===== config.mk =====
export PLATFORM = sky130hd
export DESIGN_NAME = sha256_byte_stream_hasher_flat
export DESIGN_NICKNAME = d
export VERILOG_FILES = /design/src/hdl/sha256_pkg.sv /design/src/hdl/sha256_if.sv /design/src/hdl/sha256_byte_stream_hasher.sv /design/src/flat_wrapper.sv
export SDC_FILE = /design/constraint.sdc
export NUM_CORES = 2
export LEC_CHECK = 0
export BUFFER_PORTS_ARGS = -buffer_cell sky130_fd_sc_hd__buf_2
export CORE_UTILIZATION = 69
export CTS_CLUSTER_SIZE = 20
export DETAILED_ROUTE_END_ITERATION = 16
export PLACE_DENSITY = 0.83
export SLEW_MARGIN = 40
export SYNTH_ARGS = -nofsm -noshare
export SYNTH_HDL_FRONTEND = slang
export SYNTH_SLANG_ARGS = --single-unit

===== constraint.sdc =====
create_clock -name clk -period 48.5 [get_ports clk]
set_input_delay 9.7 -clock clk [delete_from_list [all_inputs] [get_ports clk]]
set_output_delay 9.7 -clock clk [all_outputs]
set_load 0.05 [all_outputs]

===== src/hdl/sha256_pkg.sv =====
`default_nettype none
package sha256_pkg;

  localparam int BlockBytes = 64;
  localparam int Rounds     = 64;
  localparam int CountWidth = 61;
  localparam logic [7:0] PadByte = 8'h80;

  localparam logic [31:0] RoundK [64] = '{
    32'h428a2f98, 32'h71374491, 32'hb5c0fbcf, 32'he9b5dba5, 32'h3956c25b, 32'h59f111f1,
    32'h923f82a4, 32'hab1c5ed5, 32'hd807aa98, 32'h12835b01, 32'h243185be, 32'h550c7dc3,
    32'h72be5d74, 32'h80deb1fe, 32'h9bdc06a7, 32'hc19bf174, 32'he49b69c1, 32'hefbe4786,
    32'h0fc19dc6, 32'h240ca1cc, 32'h2de92c6f, 32'h4a7484aa, 32'h5cb0a9dc, 32'h76f988da,
    32'h983e5152, 32'ha831c66d, 32'hb00327c8, 32'hbf597fc7, 32'hc6e00bf3, 32'hd5a79147,
    32'h06ca6351, 32'h14292967, 32'h27b70a85, 32'h2e1b2138, 32'h4d2c6dfc, 32'h53380d13,
    32'h650a7354, 32'h766a0abb, 32'h81c2c92e, 32'h92722c85, 32'ha2bfe8a1, 32'ha81a664b,
    32'hc24b8b70, 32'hc76c51a3, 32'hd192e819, 32'hd6990624, 32'hf40e3585, 32'h106aa070,
    32'h19a4c116, 32'h1e376c08, 32'h2748774c, 32'h34b0bcb5, 32'h391c0cb3, 32'h4ed8aa4a,
    32'h5b9cca4f, 32'h682e6ff3, 32'h748f82ee, 32'h78a5636f, 32'h84c87814, 32'h8cc70208,
    32'h90befffa, 32'ha4506ceb, 32'hbef9a3f7, 32'hc67178f2};

  localparam logic [31:0] InitH [8] = '{
    32'h6a09e667, 32'hbb67ae85, 32'h3c6ef372, 32'ha54ff53a,
    32'h510e527f, 32'h9b05688c, 32'h1f83d9ab, 32'h5be0cd19};

  typedef struct packed {
    logic [7:0] data_byte;
    logic       byte_present;
    logic       end_of_message;
  } in_item_t;

  typedef struct packed {
    logic [63:0] digest_part;
    logic [1:0]  part_index;
    logic        last_part;
  } out_item_t;

  function automatic logic [31:0] ror(input logic [31:0] x, input int n);
    ror = (x >> n) | (x << (32 - n));
  endfunction

endpackage
`default_nettype wire


===== src/hdl/sha256_if.sv =====
`default_nettype none
interface sha256_in_if;
  logic                    valid;
  logic                    ready;
  sha256_pkg::in_item_t    payload;
  modport source (output valid, output payload, input ready);
  modport sink   (input valid, input payload, output ready);
endinterface

interface sha256_out_if;
  logic                    valid;
  logic                    ready;
  sha256_pkg::out_item_t   payload;
  modport source (output valid, output payload, input ready);
  modport sink   (input valid, input payload, output ready);
endinterface
`default_nettype wire


===== src/hdl/sha256_byte_stream_hasher.sv =====
`default_nettype none
// channel | dir | payload
// in      | in  | data_byte, byte_present, end_of_message
// out     | out | digest_part, part_index, last_part
// A byte without end mark is stored; a byte that fills a block starts
// a load, 64 rounds and a fold: schedule words come from the block
// memory (one registered read a cycle) and a rolling 16-word window.
// A final item pads into the memory one byte per cycle up to the end of the
// block, once or twice, each padded block passing through load, rounds and
// fold, then offers four parts; a stall on out holds the part. Synchronous
// reset restores the initial hash values.
module sha256_byte_stream_hasher (
  input  wire logic  clk,
  input  wire logic  rst,
  sha256_in_if.sink    in_ch,
  sha256_out_if.source out_ch
);

  typedef enum logic [5:0] {
    S_IDLE  = 6'b000001,
    S_PAD   = 6'b000010,
    S_LOAD  = 6'b000100,
    S_ROUND = 6'b001000,
    S_FOLD  = 6'b010000,
    S_OUT   = 6'b100000
  } state_t;

  state_t state;
  logic [31:0] word_mem   [16];
  logic [31:0] h [8];
  logic [31:0] v [8];
  logic [31:0] w [16];
  logic [5:0]  fill;
  logic [60:0] count;
  logic [63:0] bits;
  logic        padding;
  logic        tail_done;
  logic        len_ok;
  logic        len_done;
  logic [5:0]  round;
  logic [1:0]  part;
  logic [31:0] rd_word;
  logic [3:0]  rd_addr;

  logic        wr_en;
  logic [5:0]  wr_addr;
  logic [7:0]  wr_data;
  logic [7:0]  pad_byte;
  logic [63:0] len_bytes;
  logic [31:0] w_cur, w_new, s0, s1, t1, t2;

  // block memory, one byte lane written per input or pad byte, one word read a cycle
  always_ff @(posedge clk) begin
    if (wr_en) begin
      unique case (wr_addr[1:0])
        2'd0: word_mem[wr_addr[5:2]][31:24] <= wr_data;
        2'd1: word_mem[wr_addr[5:2]][23:16] <= wr_data;
        2'd2: word_mem[wr_addr[5:2]][15:8]  <= wr_data;
        default: word_mem[wr_addr[5:2]][7:0] <= wr_data;
      endcase
    end
    rd_word <= word_mem[rd_addr];
  end

  // fetch the word for the next round through the registered read during the current round
  assign rd_addr = (state == S_ROUND) ? round[3:0] + 4'd1 : 4'd0;

  always_comb begin
    len_bytes = bits << {fill[2:0], 3'b000};
    if (!tail_done) pad_byte = sha256_pkg::PadByte;
    else if (len_ok && fill >= 6'd56) pad_byte = len_bytes[63:56];
    else pad_byte = 8'd0;
  end

  always_comb begin
    wr_en   = 1'b0;
    wr_addr = fill;
    wr_data = in_ch.payload.data_byte;
    if (state == S_IDLE && in_ch.valid && in_ch.payload.byte_present) wr_en = 1'b1;
    if (state == S_PAD) begin
      wr_en   = 1'b1;
      wr_data = pad_byte;
    end
  end

  always_comb begin
    s0 = sha256_pkg::ror(w[1], 7) ^ sha256_pkg::ror(w[1], 18) ^ (w[1] >> 3);
    s1 = sha256_pkg::ror(w[14], 17) ^ sha256_pkg::ror(w[14], 19) ^ (w[14] >> 10);
    w_new = w[0] + s0 + w[9] + s1;
    w_cur = (round < 6'd16) ? rd_word : w_new;
    t1 = v[7] + (sha256_pkg::ror(v[4], 6) ^ sha256_pkg::ror(v[4], 11)
         ^ sha256_pkg::ror(v[4], 25)) + ((v[4] & v[5]) ^ (~v[4] & v[6]))
         + sha256_pkg::RoundK[round] + w_cur;
    t2 = (sha256_pkg::ror(v[0], 2) ^ sha256_pkg::ror(v[0], 13) ^ sha256_pkg::ror(v[0], 22))
         + ((v[0] & v[1]) ^ (v[0] & v[2]) ^ (v[1] & v[2]));
  end

  assign in_ch.ready  = (state == S_IDLE);
  assign out_ch.valid = (state == S_OUT);
  assign out_ch.payload.digest_part = {h[{part, 1'b0}], h[{part, 1'b1}]};
  assign out_ch.payload.part_index  = part;
  assign out_ch.payload.last_part   = (part == 2'd3);

  always_ff @(posedge clk) begin
    if (rst) begin
      state <= S_IDLE;
      fill <= '0;
      count <= '0;
      padding <= 1'b0;
      tail_done <= 1'b0;
      len_ok <= 1'b0;
      len_done <= 1'b0;
      round <= '0;
      part <= '0;
      for (int i = 0; i < 8; i++) h[i] <= sha256_pkg::InitH[i];
    end else begin
      unique case (state)
        S_IDLE: begin
          if (in_ch.valid) begin
            if (in_ch.payload.byte_present) begin
              fill  <= fill + 6'd1;
              count <= count + 61'd1;
            end
            bits <= {(count + 61'(in_ch.payload.byte_present)), 3'b000};
            padding   <= in_ch.payload.end_of_message;
            tail_done <= 1'b0;
            len_ok    <= 1'b0;
            len_done  <= 1'b0;
            if (in_ch.payload.byte_present && fill == 6'd63) state <= S_LOAD;
            else if (in_ch.payload.end_of_message) state <= S_PAD;
          end
        end
        S_PAD: begin
          // 0x80 first; the length fits in this block only if 0x80 lands before 56
          fill <= fill + 6'd1;
          if (!tail_done) begin
            tail_done <= 1'b1;
            len_ok    <= (fill < 6'd56);
          end
          if (fill == 6'd63) begin
            state <= S_LOAD;
            if (tail_done && len_ok) len_done <= 1'b1;
          end
        end
        S_LOAD: begin
          for (int i = 0; i < 8; i++) v[i] <= h[i];
          round <= '0;
          state <= S_ROUND;
        end
        S_ROUND: begin
          for (int i = 0; i < 15; i++) w[i] <= w[i+1];
          w[15] <= w_cur;
          v[7] <= v[6]; v[6] <= v[5]; v[5] <= v[4]; v[4] <= v[3] + t1;
          v[3] <= v[2]; v[2] <= v[1]; v[1] <= v[0]; v[0] <= t1 + t2;
          round <= round + 6'd1;
          if (round == 6'd63) state <= S_FOLD;
        end
        S_FOLD: begin
          for (int i = 0; i < 8; i++) h[i] <= h[i] + v[i];
          if (!padding) state <= S_IDLE;
          else if (len_done) state <= S_OUT;
          else begin
            // next block carries the length at its end
            len_ok <= 1'b1;
            state  <= S_PAD;
          end
        end
        S_OUT: begin
          if (out_ch.ready) begin
            part <= part + 2'd1;
            if (part == 2'd3) begin
              state <= S_IDLE;
              count <= '0;
              fill <= '0;
              padding <= 1'b0;
              tail_done <= 1'b0;
              len_ok <= 1'b0;
              len_done <= 1'b0;
              for (int i = 0; i < 8; i++) h[i] <= sha256_pkg::InitH[i];
            end
          end
        end
        default: state <= S_IDLE;
      endcase
    end
  end

endmodule
`default_nettype wire

===== src/flat_wrapper.sv =====
// flat-port wrapper written by rule: the top's interface ports become plain ports
module sha256_byte_stream_hasher_flat 
  (clk, rst, in_ch_valid, in_ch_payload, in_ch_ready, out_ch_valid, out_ch_payload, out_ch_ready);
  sha256_in_if in_ch_i ();
  sha256_out_if out_ch_i ();
  input  wire logic clk;
  input  wire logic rst;
  input wire logic [$bits(in_ch_i.valid)-1:0] in_ch_valid;
  input wire logic [$bits(in_ch_i.payload)-1:0] in_ch_payload;
  output wire logic [$bits(in_ch_i.ready)-1:0] in_ch_ready;
  output wire logic [$bits(out_ch_i.valid)-1:0] out_ch_valid;
  output wire logic [$bits(out_ch_i.payload)-1:0] out_ch_payload;
  input wire logic [$bits(out_ch_i.ready)-1:0] out_ch_ready;
  assign in_ch_i.valid = in_ch_valid;
  assign in_ch_i.payload = in_ch_payload;
  assign in_ch_ready = in_ch_i.ready;
  assign out_ch_valid = out_ch_i.valid;
  assign out_ch_payload = out_ch_i.payload;
  assign out_ch_i.ready = out_ch_ready;
  sha256_byte_stream_hasher u_core (.clk(clk), .rst(rst), .in_ch(in_ch_i), .out_ch(out_ch_i));
endmodule

# After elaboration in Yosys (flattened, before gate mapping)
# Memory sizes are Yosys's and may differ from the RTL's. A register that Yosys moved wholly into a read port is not among the register bits.
# Index checks and enable logic that the tools add are counted.
# Widths: inputs -> output; s select.
[word_totals]
reg_bits = 146
latch_bits = 0
mem_bits_rw = 1536
romBits = 2048
inputBits = 14
out_inout_bits = 69
wordCells = 238
n_memories = 5
[op_classes]
add_sub_neg = 24
mul = 0
div_mod_pow = 0
magnitude_cmp = 4
n_eq_ne = 22
n_shift = 1
mux = 99
bitwise = 53
n_reduce_logical = 20
[mem_list]
columns = ["memory", "words", "word_bits", "read_ports", "rd_clocked_by_memory_dff", "write_ports", "line", "text"]
rows = [
  ["(name not given)", 64, 32, 1, 0, 0, "sha256_byte_stream_hasher.sv:93", "+ sha256_pkg::RoundK[round] + w_cur;"],
  ["u_core.w", 16, 32, 16, 0, 16, "sha256_byte_stream_hasher.sv:32", "logic [31:0] w [16];"],
  ["u_core.word_mem", 16, 32, 1, 1, 1, "sha256_byte_stream_hasher.sv:29", "logic [31:0] word_mem [16];"],
  ["u_core.h", 8, 32, 10, 2, 8, "sha256_byte_stream_hasher.sv:30", "logic [31:0] h [8];"],
  ["u_core.v", 8, 32, 8, 0, 8, "sha256_byte_stream_hasher.sv:31", "logic [31:0] v [8];"],
]
[ops]
columns = ["op", "count"]
rows = [
  ["$mux 32", 27],
  ["$add 32x32->32", 18],
  ["$xor 32x32->32", 9],
  ["$mux 61", 4],
  ["$and 32x32->32", 5],
  ["$pmux 61 s2", 1],
  ["$mux 6", 13],
  ["$shl 64x6->64", 1],
  ["$add 61x1->61", 1],
  ["$add 61x1->61 const B", 1],
  ["$mux 1", 39],
  ["$pmux 6 s6", 1],
  ["$not 32->32", 1],
  ["$or 10x32->32", 1],
  ["$or 13x32->32", 1],
  ["$or 14x32->32", 1],
  ["$or 15x32->32", 1],
  ["$or 19x32->32", 1],
  ["$or 21x32->32", 1],
  ["$or 25x32->32", 1],
  ["$or 26x32->32", 1],
  ["$or 30x32->32", 1],
  ["$or 7x32->32", 1],
  ["$xor 32x22->32", 1],
  ["42 further kinds", 91],
]

# Logic depth before layout (Yosys ltp)
# An unclocked memory read counts as a cell.
[logic_depth]
depth_word = 11
ltp_mapped = 42
mapped_depth_nobuf = 42

# Worst setup path before layout
# Ideal clock, no wire load.
[synth_path]
kind = "input to register"
start = "in rst"
end = "mem u_core.w[0][0], enable pin"
setup_ns = 1.077
arrival_ns = 24.166
t_required_ns = 47.423
path_slack_ns = 23.257
cell_stages = 4
path_buffers = 2
cell_sequence = "nand2b_1 > clkbuf_1 > clkinv_1 > clkbuf_1"
[synth_lines]
columns = ["item", "line", "text"]
rows = [
  ["from (decl)", "flat_wrapper.sv:7", "input wire logic rst;"],
  ["to (decl)", "sha256_byte_stream_hasher.sv:32", ""],
]

==> qor.yml <==
outcome:
  status: "finished clean"
sta:
  period_needed_ps: 12740
  fmax_ghz: 0.07851
  slew_violations: 0
  worst_slack_ps: 35760
  worst_pin_slew_ps: 985.7
  post-route-period-util_pct: 26.26
  finalSetupViolCount: 0
  hold_violations: 0
  tns_ps: 0
  rsz0062_at_grt: "false"
  fin_skew_ps: 51.54
  relSlewSlack_pct: 34.29
critical_path:
  rr_startpoint: "u_core.round[0]"
  crit_required_ps: 48940
  r2r.worst_path.cells: 37
  critPathCaptureType: "register"
  cp_max_fo: 146
  worst_setup_path_start_kind: "primary input"
  r2r_setup_slack_ps: 36430
  worstPathArrival_ps: 13180
  r2r-end: "u_core.v[0][31]"
  worstSetupPathType: "primary input to register"
clock_network:
  clk_latency_ps: 820
  ctsResizeCount: 0
  cts_setup_buffers: 0
  clock_path_buffers: 3
  clock_sinks: 1716
  htree_levels: 4
  clk_pin_slew_ps: 70
  tritoncts: "yes"
  clockRootBuffer: "clkbuf_16"
  cts_hold_buf: 0
  cts_buffers: 174
drt:
  ant_nets: 0
  wl_um: 262400
  wl_met2_um: 118600
  dr_wl_met3_um: 28830
  first_pass_iters: 6
  vias_per_cell: 6.625
  drt-initial-drc-count: 8728
  drc: 0
  routedWlPerCell_um: 26.02
  top_layer_used: "met5"
  vias: 66808
  route.layer.met1.wl_um: 99440
logic_synthesis:
  synth_area_leader_cell: "edfxtp_1"
  seq_area_frac_synth_pct: 53.15
  synthFlopType: "edfxtp_1"
  yosys_warnings: 0
  synth.avg_cell_area_um2: 11.18
  ys_ff_latch: 1716
  synth_nets: 8876
  synthCells: 8255
  yosys-top-cells-count: "edfxtp_1, nand2_1, a21oi_1, nor2_1, ha_1"
  synthDistinctLibCells: 86
  netlist_top_cells_area: "edfxtp_1, ha_1, nand2_1, dfxtp_1, fa_1"
  synth.cell_area_um2: 92300
  synth_edf_count: 1469
  synth_top_area_share_pct: 47.79
  yosysMostFrequentCell: "edfxtp_1"
  ys_async_sr_fraction_pct: 0
finish:
  nNetsFinal: 8806
  fin_util_pct: 75.76
  drive_gt1_share_pct: 7.397
  syn_to_final_growth_pct: 8.460
global_routing:
  antenna_found_initial: 4
  globalRouteOverflowTotal: 0
  grt_pass1_vias: 63984
  grtUsageTotal_pct: 38.51
  grt_max_degree: 147
  grt_first_pass_wirelength_um: 392100
placement:
  port_buffers: 82
  hpwl_um: 181500
  gp_congestion: 1.013
  preCtsSetupSlack_ps: 34830
floorplanning:
  rows: 133
  die_width_um: 367.7
  core_region_area_um2: 132100
  start_util_pct: 69.85
  die_area_um2: 135200
  io_pins: 83
  die_h_um: 367.7
job:
  drv_cap: 0
min_path:
  min_to: "u_core.w[6][0]"
  hp-start: "u_core.w[7][0]"
  holdPathStages: 0
  min_path_type: "register to register"
power:
  leakagePower_nw: 36.99
  fin_total_pwr_mw: 3.514
  ir_drop_uv: 47.84
  p_per_area_nw_per_um2: 35.10
-- power breakdown --
| part | internal (mW) | switching (mW) | total [mW] | leakage, nW |
|---|---|---|---|---|
| Sequential | 1.63 | 0.0140 | 1.64 | 15.1 |
| Clock | 0.755 | 0.594 | 1.35 | 2.78 |
| Combinational | 0.195 | 0.330 | 0.525 | 19.1 |
-- worst max-delay path, stage by stage --
cell and delay, ps:
buf_2 90, buf_4 240, nand2b_4 340, buf_12 250, inv_12 430, buf_4 770
buf_12 450, buf_16 460
-- per-stage QoR --
stage	cell area (um2)	cells	hold slack, ps
3_5_place_dp	94320	9762	404.5
6_report	100100	10084	392.9
5_1_grt	100100	10083	408.6
2_1_floorplan	92300	8255	400.3
4_1_cts	100000	10081	397.8
3_3_place_gp	94150	9757	400.0
-- cell type report --
class | count | area [um2]
diodes | 1 | 2.502
clock buffers | 237 | 4825
clock inverters | 82 | 852.1
fillers | 8593 | 32020
inverters | 350 | 1334
multi-input cells | 5781 | 40650
flip-flops and latches | 1716 | 49080
well taps | 1755 | 2196
repair buffers | 162 | 1169
-- metal layers --
metal,track usage (%),up-vias
li1,-,29521
met1,52.08,32319
met2,59.29,4158
met3,8.412,806
met4,19.14,4
met5,0,-
-- cells by family after synthesis --
family / synth area share, %
xor gates and xnor gates: 6.435
buffers and inverters: 3.091
adders and majority gates: 10.01
and+or+nand+nor: 12.24
DFF: 53.15
muxes: 2.783
AOI/OAI and AO/OA: 12.29
-- state kept, by name, summed over array words and instances (netlist names), 6 cells and up, named ones only --
register,flops
u_core.word_mem,512
u_core.w,512
u_core.v,256
u_core.state,6
u_core.rd_word,32
u_core.h,256
u_core.fill,6
u_core.round,6
u_core.count,61
u_core.bits,61
-- worst max path at each step --
| stage | startpoint | depth (start not counted) | to | slack (ps) |
|---|---|---|---|---|
| CTS | register | 3 | out_ch_payload[11] | 35500 |
| detailed placement | rst | 7 | u_core.w[1][27] | 34830 |
| finish | rst | 8 | u_core.w[9][10] | 35760 |
| global route | register | 3 | out_ch_payload[12] | 35620 |
| floorplan | rst | 4 | u_core.w[0][0] | 23260 |
| global placement | rst | 6 | u_core.w[1][11] | 34800 |
-- cell usage in the layout, fill, tap and decap left out, types with 46 or more instances in the layout --
cell       netlist  routed
edfxtp_1      1469    1469
nand2_1       1349    1343
a21oi_1        499     499
nor2_1         461     445
ha_1           412     412
xnor2_1        396     396
o21ai_0        382     369
inv_1          346     345
xor2_1         279     279
dfxtp_1        247     240
a211oi_1       213     212
a21o_1         204     203
fa_1           195     195
clkbuf_16        0     177
and2_1         147     147
nand3_1        103     103
a31oi_1        102     101
nor3_1          88      88
mux4_2          86      86
nand2b_1        85      84
buf_2            0      82
a311oi_1        70      70
nor2b_1         61      61
and3_1          57      57
buf_4            0      57
o21a_1          55      55
mux2i_1         53      53
nand4_1         46      46
or3_1           46      46
Note: power is estimated with default switching activity, not from simulation.
